===== src/sld_div.sv =====
module sld_div #(
  parameter int NW = 42,
  parameter int DW = 32,
  parameter int QW = 9
) (
  input  logic          clk,
  input  logic [NW-1:0] num,
  input  logic [DW-1:0] den,
  output logic [QW-1:0] quo
);

  logic [NW-1:0] rem [0:QW-1];
  logic [DW-1:0] dd  [0:QW-1];
  logic [QW-1:0] qq  [0:QW];

  assign rem[0] = num;
  assign dd[0] = den;
  assign qq[0] = '0;

  // one quotient bit per stage, msb first
  for (genvar g = 0; g < QW; g++) begin : g_step
    localparam int J = QW - 1 - g;
    logic [NW-1:0] sh;
    logic          ge;
    assign sh = NW'(dd[g]) << J;
    assign ge = rem[g] >= sh;

    always_ff @(posedge clk) begin
      qq[g+1] <= {qq[g][QW-2:0], ge};
    end

    if (g < QW - 1) begin : g_carry
      always_ff @(posedge clk) begin
        rem[g+1] <= ge ? rem[g] - sh : rem[g];
        dd[g+1] <= dd[g];
      end
    end
  end

  assign quo = qq[QW];

endmodule


===== config.mk =====
export PLATFORM = sky130hd
export DESIGN_NAME = sld_div
export DESIGN_NICKNAME = d
export VERILOG_FILES = /design/src/sld_div.sv
export SDC_FILE = /design/constraint.sdc
export NUM_CORES = 1
export LEC_CHECK = 0
export ABC_AREA = 1
export CAP_MARGIN = 20
export CORE_MARGIN = 1
export CORE_UTILIZATION = 50
export DETAILED_ROUTE_END_ITERATION = 8
export DONT_BUFFER_PORTS = 1
export SLEW_MARGIN = 10
export SYNTH_ARGS = -nofsm -noshare
export SYNTH_HDL_FRONTEND = slang
export SYNTH_SLANG_ARGS = --single-unit

===== constraint.sdc =====
create_clock -name clk -period 2.85 [get_ports clk]
set_input_delay 0.1425 -clock clk [delete_from_list [all_inputs] [get_ports clk]]
set_output_delay 0.1425 -clock clk [all_outputs]
set_load 0.05 [all_outputs]

==> flow_summary.yaml <==
routing:
  wl_per_cell_microns: 19.4
  ratio_of_routed_vias_to_standard_cells: 5.10
  1st_iter_drt_viols: 3549
  num_vias: 40600
  wl_met1_microns: 66300
  uppermost_signal_routing_layer_after_detailed_routing: "met4"
  finalWirelength_microns: 154000
  met2WireLength_microns: 67700
  routed-wl-met3_microns: 11900
  detailedRoute.firstPassIterationCount: 9
  postRouteAntennaNets: 0
  drc_errors: 4
die:
  placementRows: 104
  dieHeight_microns: 288
  core_area_sq_um: 80700
  design.die.area_sq_um: 82800
  die_w_microns: 288
  floorplan.io_pins: 84
  floorplan.initialDensity_pct: 50.6
cells_and_area:
  post_route_cells_drive_above_1_share_pct: 4.91
  layout-area-overhead-vs-synth_pct: 12.6
  final_net_count: 7209
  fin_cells: 7961
  final_core_utilization_pct: 57.0
  nFillCells: 8175
  post-route-cell-area_sq_um: 46000
worst_setup_path:
  critical-path-slowest-cell: "dfxtp_1"
  setup.worst_path.end_class: "flip-flop"
  cp_common_cell: "nand3_1"
  criticalPathCategory: "flip-flop to flip-flop"
  critical_path.max_fanout: 6
  cp_slowest_stage_delay_ps: 380
  worst_ep_arrival_time_ps: 3270
  cp_cell_sequence: "inv_1 > ha_1 > nand2_1 > nor2_1 > nand3_1 > nor2_1 > nand3_1 > nand3_2 > inv_2 > nand2_4 > buf_4 > nand3_1 > nand2_1"
  reg2regPathDepth: 13
  worst_ep_required_time_ps: 3380
  worst_setup_path_start_kind: "flip-flop"
logic_synthesis:
  syn-instance-count: 6657
  post_synth.cell_area_avg_sq_um: 6.13
  synth_seq_area_share_pct: 31.2
  synth.distinct_cells: 43
  synth-edff-count: 0
  ys_warn_count: 0
  synthFlopType: "dfxtp_1"
  ys_async_sr_fraction_pct: 0
  synth.net_count: 7028
  synth.ff_latch_count: 637
  synth.cell_area_sq_um: 40800
clocking:
  cts_sinks: 637
  worst_skew_pair.late_latency_ps: 650
  cts.htree.levels: 3
  cts_buffer_depth: 3
  clkSlewWorstSetupHoldPaths_ps: 60
  cts_root_buf: "clkbuf_16"
  cts_tree: "built"
  cts_inserted_buffers: 73
grt:
  gr-usage-all-layers_pct: 37.0
  grt_first_pass_wirelength_microns: 230000
  grt_max_degree: 54
  gr-total-overflow: 0
  antenna_found_initial: 1
  number_of_global_route_vias_before_repair: 38100
timing:
  period_share_pct: 96.1
  slew_viol_final: 0
  timing_worst_slew_pin_value_ps: 668
  final.setup.worst_slack_ps: 111
  clock-skew-final_ps: 35.1
  hold_violations: 0
  report.final.setup_viol: 0
  max_slew_headroom_at_the_worst_pin_pct: 55.0
  finalCriticalPeriod_ps: 2740
  setup_repair_after_global_routing_missed_its_margin: "no"
  fmax_mhz: 365
place:
  post-dp-hpwl_microns: 129000
  numPlacedInstances: 7748
  dp_worst_setup_slack_ps: -203
  routabilityCongestion: 1.01
  port_buffers: 0
  post_detailed_placement_cell_area_sq_um: 42400
min_path:
  min_delay_path_depth: 5
  hold_path.class: "primary input to flip-flop"
flow_run:
  maxCapViolations: 0
power:
  p_per_area_nw_per_um2: 1140
  irDropWorstVdd_mv: 0.885
  total_leakage_power_nw: 26.2
status:
  outcome: "complete, but fails checks"
  failing_checks: "design-rule violations"
-- kinds of logic (layout without fill, tap and decap cells) --
kind of cell	count (synthesis)	in the layout	synth area share, %
simple gates	3841	3841	38.2
buf+inv	1387	1629	13.6
flops	637	637	31.2
compound gates	361	361	4.90
fa+ha+maj	296	296	9.22
xor+xnor	135	135	2.90
other cells	0	2	0
-- flip-flops by register name (all words and copies together), names as in the netlist --
register  cells
rem         336
quo           9
qq           36
dd          256
-- power by group --
| part | leakage [nW] | internal (mW) | switching (mW) |
|---|---|---|---|
| registers | 5.36 | 11.5 | 2.93 |
| clock network | 1.35 | 6.64 | 4.24 |
| logic | 19.5 | 9.07 | 18.2 |
-- metal layers --
metal	vias to the layer above	GRT usage, %
li1	20500	-
met1	18400	47.6
met2	1476	59.6
met3	322	6.55
met4	0	18.2
met5	-	0
-- Yosys cell counts, types with 5 or more instances --
library cell	instances	share of area, %
nand3_2	20	0.49
inv_2	7	0.064
a21oi_2	11	0.24
and2_1	5	0.077
nor3_1	54	0.66
inv_1	1315	12
dfxtp_1	637	31
o21ai_0	65	0.80
nor2_2	22	0.34
nand2_2	12	0.18
fa_1	8	0.39
a21o_1	5	0.092
nand4_1	72	1.1
nand3b_1	55	1.0
xor2_1	100	2.1
a21oi_1	234	2.9
o21ai_2	16	0.34
nand3_1	317	3.9
or2_2	7	0.11
nor4_1	8	0.12
buf_6	27	0.74
o21bai_1	20	0.37
nand2_1	2726	25
xnor2_1	35	0.75
buf_4	22	0.40
nor2_1	531	4.9
ha_1	288	8.8
buf_2	10	0.12
nand2_4	5	0.14
-- placed cells by master, fill, tap and decap left out, drive strengths merged --
cell type    netlist  layout
nand2           2743    2743
inv             1325    1334
dfxtp            637     637
nor2             555     555
nand3            337     337
ha               288     288
a21oi            246     246
xor2             100     100
buf               61      94
clkbuf             1      91
o21ai             83      83
dlygate4sd3        0      74
nand4             72      72
nor3              56      56
nand3b            55      55
xnor2             35      35
o21bai            20      20
bufinv             0      16
clkinv             0      11
clkinvlp           0       9
nor4               8       8
fa                 8       8
or2                7       7
and2               5       5
a21o               5       5
and3               3       3
o211ai             3       3
diode              0       2
o21a               1       1
a21boi             1       1
a31oi              1       1
o2111ai            1       1
-- metrics by stage --
stage / hold WS [ps] / power [mW] / TNS, ps
after global routing: 49.9 / 56.3 / 0
after detailed placement: 170 / 40.9 / -2350
final: 28.9 / 52.6 / 0
after global placement: 170 / 40.8 / -1670
after CTS: 6.10 / 52.0 / 0
after floorplan: 170 / 31.9 / 0
-- cell type report --
class / count / area, sq um / area share [%]
antenna: 2 / 5.00 / 0.0109
clock buffer: 91 / 2040 / 4.43
clock inverter: 45 / 779 / 1.69
inverter: 1325 / 4990 / 10.9
multi-input combinational: 4633 / 22600 / 49.0
sequential: 637 / 12800 / 27.7
tap: 1060 / 1330 / 2.88
timing repair buffer: 168 / 1550 / 3.36
-- what timing repair did --
action                                  4_1_cts  5_1_grt
resized for setup                             4        7
setup buffers                                 0        1
pin swaps                                     0        1
hold endpoints to repair                     74        0
hold buffers                                 74        0
endpoints found under the setup margin       36       37
-- final timing paths --
kind | from | end | slack (ps)
worst max-delay path | dd[99] | rem[115] | 110
worst min-delay path | num[31] | rem[325] | 30
worst max register to register | dd[99] | rem[115] | 110
worst min register to register | qq[21] | qq[13] | 330
-- worst max-delay path: cells and delay by family (launching register included) --
kind	cells	cell delay, ps
and+or+nand+nor	9	1580
buffers and inverters	3	310
adders and majority gates	1	360
DFF	1	380
(Power assumes the default switching activity.)
